--- config.mk ---
export PLATFORM = sky130hd
export DESIGN_NAME = cflru_buffer_replacement
export DESIGN_NICKNAME = d
export VERILOG_FILES = /design/src/cflru_pkg.sv /design/src/cflru_ram.sv /design/src/cflru_buffer_replacement.sv
export SDC_FILE = /design/constraint.sdc
export NUM_CORES = 1
export LEC_CHECK = 0
export BUFFER_PORTS_ARGS = -buffer_cell sky130_fd_sc_hd__buf_2
export CORE_MARGIN = 2
export CORE_UTILIZATION = 43
export DETAILED_ROUTE_END_ITERATION = 10
export GPL_TIMING_DRIVEN = 1
export PLACE_DENSITY = 0.55
export SLEW_MARGIN = 20
export SYNTH_ARGS = -nofsm -noshare
export SYNTH_HDL_FRONTEND = slang
export SYNTH_SLANG_ARGS = --single-unit
--- constraint.sdc ---
create_clock -name i_clk -period 7.2 [get_ports i_clk]
set_clock_uncertainty 0.15 [all_clocks]
set_input_delay 1.44 -clock i_clk [delete_from_list [all_inputs] [get_ports i_clk]]
set_output_delay 1.44 -clock i_clk [all_outputs]
set_load 0.01 [all_outputs]
--- src/cflru_pkg.sv ---
// Shared widths, request codes and result type for the clean-first LRU controller.
`default_nettype none

package cflru_pkg;

    localparam int OP_W             = 2;
    localparam int PAGE_W           = 32;
    localparam int SLOT_W           = 4;
    localparam int WIN_W            = 5;
    localparam int S_TDATA_W        = 32;
    localparam int M_TDATA_W        = 40;
    localparam int M_TUSER_W        = 4;
    localparam int NUM_FRAMES_DEF   = 16;
    localparam int PAGE_ID_BITS_DEF = 32;

    localparam logic [WIN_W-1:0] WIN_RESET = 5'd4;

    localparam logic [OP_W-1:0] OP_READ  = 2'd0;
    localparam logic [OP_W-1:0] OP_WRITE = 2'd1;
    localparam logic [OP_W-1:0] OP_FLUSH = 2'd2;
    localparam logic [OP_W-1:0] OP_RSVD  = 2'd3;

    typedef struct packed {
        logic              hit;
        logic [SLOT_W-1:0] slot;
        logic              fetch_needed;
        logic              evict_valid;
        logic              writeback_valid;
        logic [PAGE_W-1:0] victim_page;
        logic              last;
    } t_result;

endpackage

`default_nettype wire

--- src/cflru_ram.sv ---
// Generic single-write, single-read RAM with registered read data.
`default_nettype none

module cflru_ram #(
    parameter int WIDTH = 32,
    parameter int DEPTH = 16
) (
    input  wire logic                     i_clk,
    input  wire logic                     i_we,
    input  wire logic [$clog2(DEPTH)-1:0] i_waddr,
    input  wire logic [WIDTH-1:0]         i_wdata,
    input  wire logic [$clog2(DEPTH)-1:0] i_raddr,
    output logic      [WIDTH-1:0]         o_rdata
);

    logic [WIDTH-1:0] r_mem [DEPTH];
    logic [WIDTH-1:0] r_rdata;

    always_ff @(posedge i_clk) begin
        if (i_we) begin
            r_mem[i_waddr] <= i_wdata;
        end
        r_rdata <= r_mem[i_raddr];
    end

    assign o_rdata = r_rdata;

endmodule

`default_nettype wire

--- src/cflru_buffer_replacement.sv ---
// Clean-first LRU tag and replacement controller for a page buffer.
//
// Requests enter on the s-side stream: tuser carries the kind (read, write,
// flush), tdata the page number. Results leave on the m-side stream, one per
// read or write; on a flush one per dirty page, or one if none is; tlast marks
// the final one. The always-ready cfg channel writes the clean-search window.
//
// A read or write walks the tag RAM one frame per cycle; a miss on a full
// buffer adds a victim tag read (S_VRD). A flush steps once per recency rank
// up to the last dirty page, plus an output step (S_FOUT) per writeback. The
// tag RAM's registered read port shapes these steps. One request is in
// flight at a time; s_tready is high only while idle.
// Results sit in an output register: the next request is taken while one
// waits, and a stalled receiver holds the sequencer only when a new result
// is ready to go. Reset empties the buffer and sets the window to four.
`default_nettype none

module cflru_buffer_replacement #(
    parameter int NUM_FRAMES   = cflru_pkg::NUM_FRAMES_DEF,
    parameter int PAGE_ID_BITS = cflru_pkg::PAGE_ID_BITS_DEF
) (
    input  wire logic                            i_clk,
    input  wire logic                            i_rst_n,
    // configuration: window_size
    input  wire logic                            i_cfg_valid,
    output logic                                 o_cfg_ready,
    input  wire logic [cflru_pkg::WIN_W-1:0]     i_cfg_data,
    // requests
    input  wire logic                            i_s_tvalid,
    output logic                                 o_s_tready,
    input  wire logic [cflru_pkg::S_TDATA_W-1:0] i_s_tdata,  // page_id
    input  wire logic [cflru_pkg::OP_W-1:0]      i_s_tuser,  // op
    // results
    output logic                                 o_m_tvalid,
    input  wire logic                            i_m_tready,
    output logic [cflru_pkg::M_TDATA_W-1:0]      o_m_tdata,  // slot, victim_page, zero pad
    output logic [cflru_pkg::M_TUSER_W-1:0]      o_m_tuser,  // hit, fetch_needed,
                                                             // evict_valid, writeback_valid
    output logic                                 o_m_tlast
);

    import cflru_pkg::*;

    localparam int FW = (NUM_FRAMES > 1) ? $clog2(NUM_FRAMES) : 1;
    localparam int CW = $clog2(NUM_FRAMES + 1);
    localparam int WW = (CW > WIN_W) ? CW : WIN_W;

    localparam logic [2:0] S_IDLE  = 3'd0;
    localparam logic [2:0] S_LOOK  = 3'd1;
    localparam logic [2:0] S_HIT   = 3'd2;
    localparam logic [2:0] S_FILL  = 3'd3;
    localparam logic [2:0] S_VRD   = 3'd4;
    localparam logic [2:0] S_VOUT  = 3'd5;
    localparam logic [2:0] S_FSCAN = 3'd6;
    localparam logic [2:0] S_FOUT  = 3'd7;

    logic [2:0]              r_state, n_state;
    logic [WIN_W-1:0]        r_window, n_window;
    logic [OP_W-1:0]         r_op, n_op;
    logic [PAGE_ID_BITS-1:0] r_pid, n_pid;
    logic [CW-1:0]           r_cnt, n_cnt;
    logic [CW-1:0]           r_idx, n_idx;
    logic                    r_pend, n_pend;
    logic [FW-1:0]           r_pidx, n_pidx;
    logic                    r_cand_ok, n_cand_ok;
    logic [FW-1:0]           r_cand, n_cand;
    logic [FW-1:0]           r_cand_rank, n_cand_rank;
    logic [FW-1:0]           r_lru, n_lru;
    logic [FW-1:0]           r_sel, n_sel;
    logic [CW-1:0]           r_trank, n_trank;
    logic                    r_fl_any, n_fl_any;
    logic [NUM_FRAMES-1:0]   r_dirty, n_dirty;
    logic [FW-1:0]           r_rank [NUM_FRAMES];
    logic [FW-1:0]           n_rank [NUM_FRAMES];
    logic                    r_ovalid, n_ovalid;
    t_result                 r_out, n_out;

    logic                    w_out_free;
    logic                    w_emit;
    logic                    w_touch;
    logic [FW-1:0]           w_prank;
    logic [WW-1:0]           w_win;
    logic [WW-1:0]           w_thr;
    logic [NUM_FRAMES-1:0]   w_rmatch;
    logic [NUM_FRAMES-1:0]   w_fdirty;
    logic [NUM_FRAMES-1:0]   w_selmask;
    logic [FW-1:0]           w_ff;
    logic [FW-1:0]           w_raddr;
    logic                    w_we;
    logic [PAGE_ID_BITS-1:0] w_q;

    cflru_ram #(
        .WIDTH (PAGE_ID_BITS),
        .DEPTH (NUM_FRAMES)
    ) u_tag_ram (
        .i_clk   (i_clk),
        .i_we    (w_we),
        .i_waddr (r_sel),
        .i_wdata (r_pid),
        .i_raddr (w_raddr),
        .o_rdata (w_q)
    );

    assign w_out_free = !r_ovalid || i_m_tready;
    assign w_prank    = r_rank[r_pidx];
    assign w_win      = (WW'(r_window) > WW'(NUM_FRAMES)) ? WW'(NUM_FRAMES) : WW'(r_window);
    assign w_thr      = WW'(NUM_FRAMES) - w_win;
    assign w_selmask  = NUM_FRAMES'(1) << r_sel;

    always_comb begin
        w_ff = '0;
        for (int g = 0; g < NUM_FRAMES; g++) begin
            w_rmatch[g] = (CW'(g) < r_cnt) && (CW'(r_rank[g]) == r_idx);
            if (w_rmatch[g]) begin
                w_ff = w_ff | FW'(g);
            end
        end
        w_fdirty = w_rmatch & r_dirty;
    end

    always_comb begin
        if (r_state == S_LOOK) begin
            w_raddr = r_idx[FW-1:0];
        end else if (r_state == S_FSCAN) begin
            w_raddr = w_ff;
        end else begin
            w_raddr = r_sel;
        end
    end

    assign w_emit = w_out_free && ((r_state == S_HIT) || (r_state == S_FILL) ||
                                   (r_state == S_VOUT) || (r_state == S_FOUT) ||
                                   ((r_state == S_FSCAN) && (r_dirty == '0) && !r_fl_any));
    assign w_touch = w_out_free && ((r_state == S_HIT) || (r_state == S_FILL) ||
                                    (r_state == S_VOUT));
    assign w_we = w_out_free && ((r_state == S_FILL) || (r_state == S_VOUT));

    always_comb begin
        n_state     = r_state;
        n_window    = r_window;
        n_op        = r_op;
        n_pid       = r_pid;
        n_cnt       = r_cnt;
        n_idx       = r_idx;
        n_pend      = r_pend;
        n_pidx      = r_pidx;
        n_cand_ok   = r_cand_ok;
        n_cand      = r_cand;
        n_cand_rank = r_cand_rank;
        n_lru       = r_lru;
        n_sel       = r_sel;
        n_trank     = r_trank;
        n_fl_any    = r_fl_any;
        n_dirty     = r_dirty;
        n_rank      = r_rank;
        n_ovalid    = r_ovalid;
        n_out       = r_out;

        if (i_cfg_valid) begin
            n_window = i_cfg_data;
        end

        if (r_ovalid && i_m_tready) begin
            n_ovalid = 1'b0;
        end

        if (w_touch) begin
            for (int g = 0; g < NUM_FRAMES; g++) begin
                if ((CW'(g) < r_cnt) && (FW'(g) != r_sel) && (CW'(r_rank[g]) < r_trank)) begin
                    n_rank[g] = r_rank[g] + FW'(1);
                end
            end
            n_rank[r_sel] = '0;
        end

        if (w_emit) begin
            n_ovalid = 1'b1;
            n_out    = '0;
            n_out.slot = SLOT_W'(r_sel);
            n_out.last = 1'b1;
        end

        unique case (r_state)
            S_IDLE: begin
                if (i_s_tvalid) begin
                    n_op        = i_s_tuser;
                    n_pid       = PAGE_ID_BITS'(i_s_tdata);
                    n_idx       = '0;
                    n_pend      = 1'b0;
                    n_cand_ok   = 1'b0;
                    n_fl_any    = 1'b0;
                    unique case (i_s_tuser)
                        OP_READ, OP_WRITE: n_state = S_LOOK;
                        OP_FLUSH:          n_state = S_FSCAN;
                        OP_RSVD:           n_state = S_IDLE;
                    endcase
                end
            end
            S_LOOK: begin
                if (r_pend && (w_q == r_pid)) begin
                    n_sel   = r_pidx;
                    n_trank = CW'(w_prank);
                    n_state = S_HIT;
                end else if (!r_pend && (r_idx >= r_cnt)) begin
                    if (r_cnt < CW'(NUM_FRAMES)) begin
                        n_sel   = FW'(r_cnt);
                        n_trank = r_cnt;
                        n_state = S_FILL;
                    end else if (r_cand_ok) begin
                        n_sel   = r_cand;
                        n_trank = CW'(r_cand_rank);
                        n_state = S_VRD;
                    end else begin
                        n_sel   = r_lru;
                        n_trank = CW'(NUM_FRAMES - 1);
                        n_state = S_VRD;
                    end
                end else begin
                    if (r_pend) begin
                        if (!r_dirty[r_pidx] && (WW'(w_prank) >= w_thr) &&
                            (!r_cand_ok || (w_prank > r_cand_rank))) begin
                            n_cand_ok   = 1'b1;
                            n_cand      = r_pidx;
                            n_cand_rank = w_prank;
                        end
                        if (CW'(w_prank) == CW'(NUM_FRAMES - 1)) begin
                            n_lru = r_pidx;
                        end
                    end
                    n_pend = r_idx < r_cnt;
                    n_pidx = r_idx[FW-1:0];
                    if (r_idx < r_cnt) begin
                        n_idx = r_idx + CW'(1);
                    end
                end
            end
            S_HIT: begin
                if (w_out_free) begin
                    n_out.hit = 1'b1;
                    if (r_op == OP_WRITE) begin
                        n_dirty[r_sel] = 1'b1;
                    end
                    n_state = S_IDLE;
                end
            end
            S_FILL: begin
                if (w_out_free) begin
                    n_out.fetch_needed = (r_op == OP_READ);
                    n_dirty[r_sel]     = (r_op == OP_WRITE);
                    n_cnt              = r_cnt + CW'(1);
                    n_state            = S_IDLE;
                end
            end
            S_VRD: begin
                n_state = S_VOUT;
            end
            S_VOUT: begin
                if (w_out_free) begin
                    n_out.fetch_needed    = (r_op == OP_READ);
                    n_out.evict_valid     = 1'b1;
                    n_out.writeback_valid = r_dirty[r_sel];
                    n_out.victim_page     = PAGE_W'(w_q);
                    n_dirty[r_sel]        = (r_op == OP_WRITE);
                    n_state               = S_IDLE;
                end
            end
            S_FSCAN: begin
                if (r_dirty == '0) begin
                    if (r_fl_any) begin
                        n_state = S_IDLE;
                    end else if (w_out_free) begin
                        n_out.slot = '0;
                        n_state    = S_IDLE;
                    end
                end else if (|w_fdirty) begin
                    n_sel   = w_ff;
                    n_state = S_FOUT;
                end else begin
                    n_idx = r_idx + CW'(1);
                end
            end
            S_FOUT: begin
                if (w_out_free) begin
                    n_out.writeback_valid = 1'b1;
                    n_out.victim_page     = PAGE_W'(w_q);
                    n_out.last            = ~|(r_dirty & ~w_selmask);
                    n_dirty[r_sel]        = 1'b0;
                    n_fl_any              = 1'b1;
                    n_idx                 = r_idx + CW'(1);
                    n_state               = S_FSCAN;
                end
            end
        endcase
    end

    always_ff @(posedge i_clk) begin
        if (!i_rst_n) begin
            r_state  <= S_IDLE;
            r_window <= WIN_RESET;
            r_cnt    <= '0;
            r_dirty  <= '0;
            r_ovalid <= 1'b0;
        end else begin
            r_state  <= n_state;
            r_window <= n_window;
            r_cnt    <= n_cnt;
            r_dirty  <= n_dirty;
            r_ovalid <= n_ovalid;
        end
        r_op        <= n_op;
        r_pid       <= n_pid;
        r_idx       <= n_idx;
        r_pend      <= n_pend;
        r_pidx      <= n_pidx;
        r_cand_ok   <= n_cand_ok;
        r_cand      <= n_cand;
        r_cand_rank <= n_cand_rank;
        r_lru       <= n_lru;
        r_sel       <= n_sel;
        r_trank     <= n_trank;
        r_fl_any    <= n_fl_any;
        r_rank      <= n_rank;
        r_out       <= n_out;
    end

    assign o_cfg_ready = 1'b1;
    assign o_s_tready  = (r_state == S_IDLE);
    assign o_m_tvalid  = r_ovalid;
    assign o_m_tdata   = {(M_TDATA_W - PAGE_W - SLOT_W)'(0), r_out.victim_page, r_out.slot};
    assign o_m_tuser   = {r_out.writeback_valid, r_out.evict_valid, r_out.fetch_needed,
                          r_out.hit};
    assign o_m_tlast   = r_out.last;

endmodule

`default_nettype wire

After elaboration in Yosys (flattened, before gate mapping). Memory sizes are Yosys's and may differ from the RTL's. A register that Yosys moved wholly into a read port is not among the register bits. Cells that the tools add are included.

Register bits: 202. Memory bits (writable): 512. Input bits: 44. Logic and storage cells: 406. Memories kept: 1.

$add $sub $neg: 19. Magnitude comparators: 44. Eq/ne operators: 59. Shift operators: 1. Multiplexer cells: 126. Bitwise logic cells: 12. Reduce and logical (&&, ||, !) cells: 103.

Memory list: u_tag_ram.r_mem (words 16, width 32, read ports 1, clocked after memory_dff 1, write ports 1, line cflru_ram.sv:16) `logic [WIDTH-1:0] r_mem [DEPTH];`.

Operator list (count): 4-bit two-way mux (57); 4-bit by 5-bit equality test with 1-bit output (16); 4-bit by 5-bit less-than comparator with 1-bit output (16); 33-bit one-hot mux with 2 select lines (1); 4-bit by 1-bit adder with 4-bit output (second input constant) (16); 64-bit AND (1); 16-bit two-way mux (4); 64-bit inverter (1); 1-bit logical AND (60); 5-bit two-way mux (10); 16-bit AND (3); 16-bit one-hot mux with 3 select lines (1); 41-bit two-way mux (1); 4-bit by 5-bit less-than comparator with 1-bit output (first input constant) (8); 3-bit two-way mux (13); 35-bit two-way mux (1); 34-bit two-way mux (1); 32-bit equality test (1); 4-bit inequality test (first input constant) (8); 16-bit inverter (2); 16-bit OR reduction (2); 1-bit two-way mux (21); 3-bit by 5-bit less-than comparator with 1-bit output (first input constant) (4); 5-bit one-hot mux with 4 select lines (1); 56 further kinds (115).

Logic depth before layout (Yosys ltp).
Depth after elaboration: 20. Mapped depth: 14.

Hierarchy. Synthesis repeated with hierarchy kept, for this count alone.

Cell total of the unflattened synthesis: 2040. Area, all modules: 32466.1 µm².

Modules (own cells, without submodules): cflru_ram (times used 1, cells an instance 838, area each 19835.3 µm², seq. area each 16015.4 µm²); cflru_buffer_replacement (times used 1, cells an instance 1202, area each 12630.9 µm², seq. area each 5355.1 µm²).

Worst setup path after synthesis. Ideal clock, no wire load.

Path kind: input -> register. Start point: input i_m_tready. End point: register r_rank[0] (netlist bit) (enable). Setup time: 507 ps. Data arrival time: 4640 ps. Required time: 6543 ps. Slack: 1903 ps. Stages on the path: 2. Cell sequence: nor2b_1 > a21oi_1.

Longest elaborated chain between the ends: 2.

RTL lines: start: declaration (line cflru_buffer_replacement.sv:35) `input wire logic i_m_tready,`; 1-bit logical OR (line cflru_buffer_replacement.sv:104) `assign w_out_free = !r_ovalid || i_m_tready;`; 1-bit logical AND (line cflru_buffer_replacement.sv:134) `assign w_touch = w_out_free && ((r_state == S_HIT) || (r_state == S_FILL) ||`; named net w_touch (line cflru_buffer_replacement.sv:80) `logic w_touch;`; end signal: assignment (line cflru_buffer_replacement.sv:322) `r_rank <= n_rank;`; end: declaration (line cflru_buffer_replacement.sv:73) `logic [FW-1:0] r_rank [NUM_FRAMES];`.

The timed path passes the listed nets, and every way through them passes these cells. A chain may end at the register's enable or synchronous reset.

Worst setup path after layout.
Start point: register r_state[1]. End point: register u_tag_ram.r_rdata[12] (netlist: u_tag_ram.o_rdata[12]) (read register of u_tag_ram.r_mem).

Longest elaborated chain between the ends: 3. Elaborated cells on any way between the ends: 4.

RTL lines: start: declaration (line cflru_buffer_replacement.sv:57) `logic [2:0] r_state, n_state;`; start signal: assignment (line cflru_buffer_replacement.sv:304) `r_state <= n_state;`; 3-bit equality test (line cflru_buffer_replacement.sv:124) `end else if (r_state == S_FSCAN) begin`; 4-bit two-way mux (line cflru_buffer_replacement.sv:124); 4-bit two-way mux * (line cflru_buffer_replacement.sv:122) `if (r_state == S_LOOK) begin`; end: declaration (line cflru_ram.sv:17) `logic [WIDTH-1:0] r_rdata;`.

Every way passes the cells marked *; elsewhere a longest branch is shown, timed or not.

==> impl_metrics.py <==
metrics = {
    "worst_setup_path": {
        "cp-start-kind": "flip-flop",
        "worstPathArrival_ps": 5520,
        "crit_top_cell": "buf_4",
        "r2r-start": "r_state[1]",
        "crit_chain": "nor2b_2 > nand2_1 > a21o_1 > o41ai_4 > buf_4 > and2_4 > buf_4 > a21oi_1 > a211oi_1 > a311o_1",
        "critPathRequiredTime_ps": 7620,
        "cp_slowest_cell": "and2_4",
        "r2r_slack_ps": 2100,
        "reg2reg_depth": 10,
        "worstSetupPathType": "reg2reg",
        "r2r_end": "u_tag_ram.o_rdata[12]",
        "max_stage_delay_ps": 990,
        "cp-end-kind": "flip-flop",
        "critical_path.max_fanout": 79,
        "crit_family": "simple AND/OR/NAND/NOR gates",
        "path_buf_inv": 2,
    },
    "synth": {
        "async_flop_share_pct": 0,
        "ys_seq_area_share_pct": 63.8,
        "synth_cells": 2582,
        "ys_warn_count": 0,
        "synthesis.area_mm2": 0.0335,
        "synth_cell_types": 64,
        "synth_edf_count": 643,
        "avgSynthCellArea_um2": 13.0,
        "ys_ff_latch": 746,
        "synthFlopType": "edfxtp_1",
    },
    "sta": {
        "setup_ws_ps": 2100,
        "period_needed_ps": 5100,
        "maxSlewViolCount": 0,
        "fin_crit_sh_pct": 70.8,
        "slew_headroom_pct": 23.6,
        "tns_ps": 0,
        "rsz0062_at_grt": "no",
        "tightest_slew_ps": 1140,
        "setup_viol": 0,
        "fmaxAchievable_mhz": 196,
        "finalHoldViolations": 0,
    },
    "clock_tree": {
        "cts_root_buf": "clkbuf_16",
        "htreeDepth": 3,
        "clk_pin_slew_ps": 60,
        "cts_num_sinks": 746,
        "cts_tree": "built",
        "cts_setup_buffers": 0,
        "clk_latency_ps": 630,
        "cts_max_path_buffers": 3,
        "hold_buffers": 0,
        "cts_resized": 0,
        "numCtsBuffers": 81,
    },
    "pwr": {
        "combPwrFrac_pct": 30.8,
        "ir_drop_mv": 0.290,
        "switching_share_pct": 36.4,
        "clockPowerShare_pct": 28.0,
        "leakage_nw": 13.5,
        "switchingPower_mw": 5.49,
        "internal_power_mw": 9.58,
        "seqPwrFrac_pct": 41.2,
        "powerDensity_mw_per_mm2": 398,
    },
    "place": {
        "place.gp.congestion": 0.864,
        "placedCellCount": 3579,
        "io_buffer_count": 86,
        "hpwl_um": 58200,
        "preCtsSetupSlack_ps": 2170,
    },
    "status": {
        "outcome": "complete, no violations",
    },
    "global_routing": {
        "grt_overflow": 0,
        "grt_use_total_pct": 24.1,
        "grt_pass1_wl_um": 147000,
        "grt_pass1_vias": 21998,
        "antenna_found_initial": 3,
        "grt_max_degree": 138,
    },
    "detailed_routing": {
        "drc": 0,
        "drt-pass1-iter-count": 6,
        "dr_total_vias": 22273,
        "drtIter0Drc": 2523,
        "wl_um": 98300,
        "ant_nets": 0,
        "viasPerCell": 5.96,
        "drt-wirelength-per-cell_um": 26.3,
    },
    "hold_path": {
        "worst_hold_path_type": "reg2reg",
        "min_to": "o_m_tuser[3]",
        "holdPathStages": 2,
        "hp-start": "o_m_tuser[3]",
    },
    "die": {
        "chipHeight_um": 283,
        "die-area_mm2": 0.0801,
        "io_pins": 92,
        "rows": 102,
        "core_mm2": 0.0773,
        "initial_utilization_pct": 43.3,
        "die_w_um": 283,
    },
    "run": {
        "maxCapViolCount": 0,
    },
    "cells_and_area": {
        "stdcell_count": 3735,
        "drive_above_1_share_pct": 13.1,
        "areaGrowthSynthToFinish_pct": 13.0,
        "finalNetCount": 2749,
    },
}
==> through the flow <==
stage | total power [mW] | cell area, um2 | hold WS [ps] | util (%)
6_report | 15.1 | 37800 | 290 | 48.9
5_1_grt | 15.8 | 37800 | 304 | 48.9
4_1_cts | 15.1 | 37800 | 293 | 48.8
3_5_place_dp | 10.9 | 35000 | 283 | 45.3
3_3_place_gp | 10.8 | 35000 | 285 | 45.3
2_1_floorplan | 9.21 | 33500 | 282 | -
==> metal layers <==
metal / vias to the layer above / wire length, um / track usage [%] / share of wire (%)
met1: 11301 / 44600 / 35.5 / 45
li1: 9948 / - / - / -
met2: 877 / 45400 / 37.6 / 46
met5: - / 0 / 0 / 0
met4: 0 / 2020 / 6.53 / 2.1
met3: 147 / 6380 / 3.37 / 6.5
==> power by group through the flow <==
stage               Clock, mW  Sequential [mW]  Combinational, mW
floorplan                   0             5.90               3.31
global placement            0             6.27               4.54
detailed placement          0             6.29               4.61
CTS                      4.28             6.20               4.64
global route             4.46             6.27               5.07
finish                   4.22             6.20               4.65
==> final cells by class <==
class / instances / area [um2]
clock buffers: 116 / 2310
flip-flops and latches: 746 / 21400
well taps: 1040 / 1300
clock inverters: 36 / 415
repair buffers: 132 / 861
diodes: 1 / 2.50
multi-input cells: 1631 / 11500
inverters: 33 / 124
fillers: 6746 / 39500
==> state kept, by name, summed over array words and instances (netlist names), 5 cells and up <==
| signal | flops |
|---|---|
| r_dirty | 16 |
| r_cnt | 5 |
| o_m_tdata | 36 |
| r_trank | 5 |
| r_idx | 5 |
| r_pid | 32 |
| r_rank | 64 |
| u_tag_ram.r_mem | 512 |
| u_tag_ram.o_rdata | 32 |
| r_window | 5 |
==> kinds of logic (layout without fill, tap and decap cells) <==
| logic type | count (synthesis) | count (layout) | synth area share [%] |
|---|---|---|---|
| adders and majority gates | 81 | 81 | 3.02 |
| DFF | 746 | 746 | 63.8 |
| other | 2 | 7 | 0.0224 |
| buffers and inverters | 209 | 317 | 2.66 |
| and+or+nand+nor | 750 | 750 | 11.0 |
| muxes | 58 | 58 | 2.85 |
| xor gates and xnor gates | 153 | 153 | 4.00 |
| AOI/OAI and AO/OA | 583 | 583 | 12.6 |
==> layout by cell type, fill, tap and decap left out, types with 32 or more instances in the layout <==
| cell | Yosys | routed |
|---|---|---|
| edfxtp_1 | 643 | 643 |
| nand2_1 | 240 | 238 |
| and3_1 | 196 | 195 |
| a21oi_1 | 147 | 145 |
| a211oi_1 | 136 | 136 |
| nor2_1 | 142 | 126 |
| dfxtp_1 | 103 | 103 |
| xor2_1 | 102 | 102 |
| buf_2 | 28 | 86 |
| clkbuf_16 | 0 | 84 |
| ha_1 | 80 | 80 |
| xnor2_1 | 51 | 51 |
| o21ai_0 | 42 | 42 |
| buf_4 | 9 | 40 |
| a21o_1 | 40 | 39 |
| a22o_1 | 34 | 34 |
| o31ai_1 | 34 | 34 |
| o32ai_1 | 32 | 32 |
| a311o_1 | 32 | 32 |
==> worst register-to-register path, stage by stage (launching register included) <==
cell      delay (ps)
dfxtp_1          730
nor2b_2          380
nand2_1          270
a21o_1           330
o41ai_4          520
buf_4            630
and2_4          1060
buf_4            400
a21oi_1          110
a211oi_1         300
a311o_1          160
==> synthesized netlist by cell type (32+ instances only) <==
library cell	n	area share (%)
and3_1	196	3.7
nand2_1	240	2.7
o31ai_1	34	0.76
dfxtp_1	103	6.2
edfxtp_1	643	58
o32ai_1	32	0.84
inv_1	32	0.36
o21ai_0	42	0.63
nor2_1	142	1.6
nand2b_1	32	0.60
ha_1	80	3.0
xnor2_1	51	1.3
clkbuf_1	125	1.4
a211oi_1	136	3.0
a21o_1	40	0.90
a22o_1	34	0.89
xor2_1	102	2.7
a311o_1	32	0.96
a21oi_1	147	2.2
==> worst max-delay path by stage <==
stage                from  cells past startpoint                    end
4_1_cts          r_cnt[4]                     11  u_tag_ram.o_rdata[12]
3_5_place_dp     r_cnt[4]                     11  u_tag_ram.o_rdata[12]
6_report       r_state[1]                     10  u_tag_ram.o_rdata[12]
3_3_place_gp   r_state[1]                     10  u_tag_ram.o_rdata[13]
2_1_floorplan  i_m_tready                      2              r_rank[0]
5_1_grt        r_state[1]                     10  u_tag_ram.o_rdata[16]
Power figures use the tool's default switching activity.
